## src/hw/rtl/hsteq_pkg.sv

```systemverilog
// Shared types and constants for the histogram equalizer.
`timescale 1ns / 1ps
`default_nettype none

package hsteq_pkg;

   localparam int unsigned LEVELS      = 256;
   localparam int unsigned ADDR_W      = 8;
   localparam int unsigned COUNT_W     = 25;
   localparam int unsigned CUM_W       = 33;   // 256 bins at the cap
   localparam int unsigned DIVIDEND_W  = 43;   // cum*510 + total
   localparam int unsigned DIVISOR_W   = 26;   // 2*total
   localparam int unsigned QUOT_W      = 8;

   // min(MAX_PIXELS, 2^25-1)
   localparam logic [COUNT_W-1:0] COUNT_CAP = 25'd16777216;

   typedef enum logic [1:0] {
      CMD_CLEAR = 2'd0,
      CMD_COUNT = 2'd1,
      CMD_BUILD = 2'd2,
      CMD_MAP   = 2'd3
   } cmd_type;

   localparam logic STATUS_OK    = 1'b0;
   localparam logic STATUS_EMPTY = 1'b1;

   typedef struct packed {
      logic               clear;
      logic               rd_en;
      logic [ADDR_W-1:0]  rd_addr;
      logic               wr_en;
      logic [ADDR_W-1:0]  wr_addr;
      logic [COUNT_W-1:0] wr_data;
      logic               total_inc;
   } hist_req_type;

   typedef struct packed {
      logic              done;
      logic [QUOT_W-1:0] quotient;
   } div_rsp_type;

endpackage

`default_nettype wire

```

## src/hw/rtl/hsteq_div.sv

```systemverilog
// Iterative restoring divider with quotient clamped to 255, one compare-subtract per cycle.
`timescale 1ns / 1ps
`default_nettype none

module hsteq_div (
   input  wire logic                              clock,
   input  wire logic                              reset,
   input  wire logic                              start,
   input  wire logic [hsteq_pkg::DIVIDEND_W-1:0]  dividend,
   input  wire logic [hsteq_pkg::DIVISOR_W-1:0]   divisor,
   output hsteq_pkg::div_rsp_type                 rsp
);
   import hsteq_pkg::*;

   localparam int unsigned DSH_W = DIVISOR_W + QUOT_W;

   logic                  busy_ff, busy_in;
   logic                  done_ff, done_in;
   logic [3:0]            step_ff, step_in;
   logic [DIVIDEND_W-1:0] rem_ff, rem_in;
   logic [DSH_W-1:0]      dsh_ff, dsh_in;
   logic [QUOT_W-1:0]     quot_ff, quot_in;
   logic [DIVIDEND_W:0]   diff;
   logic                  ge;

   always_comb begin
      diff = {1'b0, rem_ff} - {{(DIVIDEND_W + 1 - DSH_W){1'b0}}, dsh_ff};
      ge   = ~diff[DIVIDEND_W];

      busy_in = busy_ff;
      done_in = 1'b0;
      step_in = step_ff;
      rem_in  = rem_ff;
      dsh_in  = dsh_ff;
      quot_in = quot_ff;

      if (start) begin
         busy_in = 1'b1;
         step_in = 4'(QUOT_W);
         rem_in  = dividend;
         dsh_in  = {divisor, {QUOT_W{1'b0}}};
         quot_in = '0;
      end else if (busy_ff) begin
         dsh_in = dsh_ff >> 1;
         if (step_ff == 4'(QUOT_W)) begin
            // quotient would need a ninth bit: clamp
            if (ge) begin
               quot_in = '1;
               busy_in = 1'b0;
               done_in = 1'b1;
            end
            step_in = step_ff - 4'd1;
         end else begin
            if (ge) begin
               rem_in = diff[DIVIDEND_W-1:0];
            end
            quot_in = {quot_ff[QUOT_W-2:0], ge};
            if (step_ff == 4'd0) begin
               busy_in = 1'b0;
               done_in = 1'b1;
            end else begin
               step_in = step_ff - 4'd1;
            end
         end
      end
   end

   always_ff @(posedge clock) begin
      if (reset) begin
         busy_ff <= 1'b0;
         done_ff <= 1'b0;
         step_ff <= '0;
      end else begin
         busy_ff <= busy_in;
         done_ff <= done_in;
         step_ff <= step_in;
      end
      rem_ff  <= rem_in;
      dsh_ff  <= dsh_in;
      quot_ff <= quot_in;
   end

   assign rsp.done     = done_ff;
   assign rsp.quotient = quot_ff;

endmodule

`default_nettype wire

```

## config.mk

```make
export PLATFORM = sky130hd
export DESIGN_NAME = hsteq_div
export DESIGN_NICKNAME = d
export VERILOG_FILES = /design/src/hw/rtl/hsteq_pkg.sv /design/src/hw/rtl/hsteq_div.sv
export SDC_FILE = /design/constraint.sdc
export NUM_CORES = 1
export LEC_CHECK = 0
export ABC_AREA = 1
export BUFFER_PORTS_ARGS = -buffer_cell sky130_fd_sc_hd__buf_2
export CAP_MARGIN = 20
export CORE_MARGIN = 3
export CORE_UTILIZATION = 35
export DETAILED_ROUTE_END_ITERATION = 10
export PLACE_DENSITY = 0.64
export SYNTH_ARGS = -nofsm -noshare
export SYNTH_HDL_FRONTEND = slang
export SYNTH_SLANG_ARGS = --single-unit
export TNS_END_PERCENT = 50
```

## constraint.sdc

```tcl
create_clock -name clock -period 8.9 [get_ports clock]
set_input_delay 0 -clock clock [delete_from_list [all_inputs] [get_ports clock]]
set_output_delay 0 -clock clock [all_outputs]
set_load 0.02 [all_outputs]
```

==> metrics <==
status complete, no violations; Worst-path clk slew 0.07 ns; io pins 81; syn nets 1137; first-pass GRT wire length 32.3 mm; Finished Layout Cells 1441; Setup violations, final 0; R2R setup slack 5.81 ns; Buffers on Ports 80; DR vias/cell 4.66; crit path kind reg -> reg; M2 GR Usage 0.288; Vias 6716; DRT iter0 DRCs 532; DR WL/cell 13.4 um; hold path start reset; Final nets 1284; post-route cell area 0.00854 mm^2; Core Area 0.0190 mm^2; grt met1 use 0.268; TNS Setup 0 ns; clk sinks 91; RR Endpoint rem_ff[33]; CP Capture Type flip-flop; Post-synth EDFFs 69; Placed Cells 1355; post-synthesis cell area 0.00688 mm^2; die width 146 um; asr flop ratio synth 0; post-synthesis sequential area ratio 0.365; count leader, synth nand2_1; Synth area leader edfxtp_1; count of different cell masters after synthesis 43; dpl cell area 0.00757 mm^2; clock latency on the worst-skew pair 0.36 ns; H-tree depth 3; Filler Cell Count 2027; worst hold path cell count 3; antenna violations before repair 0; Root Buffer clkbuf_16; cell count after synthesis 1029; RSZ-0062 raised after global routing false; final worst path period need 3.09 ns; cts bufs inserted 9; Tightest Pin Transition 0.863 ns; HPWL after DPL 14.7 mm; Final Worst Setup Slack 5.81 ns; GP Congestion 0.942; gr ovfl total 0; largest cells by area after synthesis edfxtp_1 (30%), nand2_1 (21%), inv_1 (9.4%); CP Data Arrival Time 3.12 ns; clk_skew 0.00946 ns; CP startpoint kind flip-flop; Primary FF master, synth edfxtp_1; Initial Utilization 0.362; r2r startpoint dsh_ff[24]; post_cts resized 0; Pre-antenna DRT Iters 5; routed wire length 19.4 mm; vias in the first global route 6523; die area 0.0214 mm^2; leakage 4.22 nW; YS warnings 0; layout cells sized above 1 0.120; Required @ worst endpoint 8.92 ns; hold_ws 0.394 ns; Total GRT Usage 0.185; antenna cells 0; worst min path class in -> reg; PwrDens 172 mW/mm^2; max-slew violation count 0; average size of a mapped cell 6.68 um^2; Fin. Hold Viols 0; Clock Tree Buf Depth 2; std cell rows 50; Tcrit/Tclk final 0.347; Hold Path Sink step_ff[3]; Detail Route Antenna Nets 0; FMAX 324 MHz; Synth top area share 0.301; CTS tree yes; Slew HR 0.424; Reg2Reg Depth 13; worst-path fanout max 22; DR DRC count 0; maximum vdd drop 0.101 mV; Area Overhead vs Synth 24.1%; met3 usage 0.0261; die height 146 um; synth cell count leaders nand2_1 (382), inv_1 (172), nand3_1 (70); Top Usage Layer GRT met2; max-cap viol count 0; Post-Place Worst Slack 5.77 ns; largest net degree at the start of global routing 86; Synth Register Bits 91
==> how the worst max path moves through the flow <==
stage | start | endpoint | slack (ns) | depth (start not counted)
finish | dsh_ff[24] | rem_ff[33] | 5.81 | 13
global route | dsh_ff[25] | rem_ff[39] | 5.49 | 13
CTS | dsh_ff[11] | rem_ff[42] | 5.74 | 12
detailed placement | rem_ff[25] | rem_ff[31] | 5.77 | 12
global placement | dsh_ff[11] | rem_ff[31] | 5.82 | 12
floorplan | rem_ff[22] | rem_ff[0] | 5.07 | 11
==> cell families (layout without fill, tap and decap cells) <==
family / count (synthesis) / in the layout / share of synthesized area
buf+inv: 200 / 352 / 0.110
simple gates: 575 / 575 / 0.351
flops: 91 / 91 / 0.365
compound gates: 117 / 117 / 0.0946
xor+xnor: 10 / 10 / 0.0127
fa+ha+maj: 36 / 36 / 0.0666
==> sequential cells by signal, summed over array words and instances (netlist names) <==
| name | cells |
|---|---|
| done_ff | 1 |
| quot_ff | 8 |
| step_ff | 4 |
| rem_ff | 43 |
| dsh_ff | 34 |
| busy_ff | 1 |
==> report_power, final <==
part | switching (W) | total, W | internal (W)
clock | 0.000163 | 0.000351 | 0.000188
sequential | 0.0000174 | 0.000533 | 0.000515
combinational | 0.000376 | 0.000584 | 0.000208
==> worst max-delay path, cell delays in order (launching register included) <==
cell and delay, ns:
edfxtp_1 0.33, inv_1 0.06, ha_1 0.36, nand2_2 0.11
nor2_2 0.17, inv_2 0.09, nor2_4 0.12, nand2_2 0.06
nor2_2 0.11, nand2_2 0.08, nand3_1 0.09, nand2_1 0.12
o21ai_4 0.61, buf_4 0.43
==> metrics by stage <==
step           total power (W)   util
2_1_floorplan         0.000946      -
6_report               0.00147  0.449
5_1_grt                0.00157  0.449
4_1_cts                0.00147  0.449
3_3_place_gp           0.00109  0.398
3_5_place_dp           0.00109  0.398
==> timing repair <==
action	in CTS	in global routing
endpoints found under the hold margin	73	0
setup buffers	0	0
hold buffers	70	0
==> cell usage in the layout (no fill, tap or decap), types with 5 or more instances in the layout <==
| cell type | Yosys | layout |
|---|---|---|
| nand2_1 | 382 | 382 |
| inv_1 | 172 | 172 |
| buf_2 | 0 | 80 |
| nand3_1 | 70 | 70 |
| dlygate4sd3_1 | 0 | 70 |
| edfxtp_1 | 69 | 69 |
| nor2_1 | 68 | 68 |
| o21ai_0 | 51 | 51 |
| ha_1 | 35 | 35 |
| a21oi_1 | 34 | 34 |
| dfxtp_1 | 22 | 22 |
| nand2_2 | 9 | 9 |
| clkbuf_16 | 0 | 9 |
| inv_2 | 8 | 8 |
| o21bai_1 | 7 | 7 |
| nor2_2 | 7 | 7 |
| o22ai_1 | 7 | 7 |
| a21oi_2 | 7 | 7 |
| nand4_1 | 6 | 6 |
| or2_1 | 6 | 6 |
| xnor2_1 | 6 | 6 |
| o21ai_1 | 6 | 5 |
| or2_2 | 5 | 5 |
==> layer usage <==
| layer | share of wire | vias to the layer above |
|---|---|---|
| met3 | 0.047 | 23 |
| met1 | 0.51 | 2986 |
| met4 | 0.019 | 0 |
| li1 | - | 3531 |
| met2 | 0.42 | 176 |
| met5 | 0 | - |
==> area by class of cell <==
cell class | count | area, um^2 | area share
flip-flops and latches | 91 | 2510 | 0.294
inverters | 182 | 683 | 0.0800
clock inverters | 5 | 30.0 | 0.00352
well taps | 260 | 325 | 0.0381
repair buffers | 154 | 1130 | 0.133
clock buffers | 11 | 233 | 0.0273
multi-input cells | 738 | 3620 | 0.424
No activity file was read; power rests on OpenSTA's default activity.
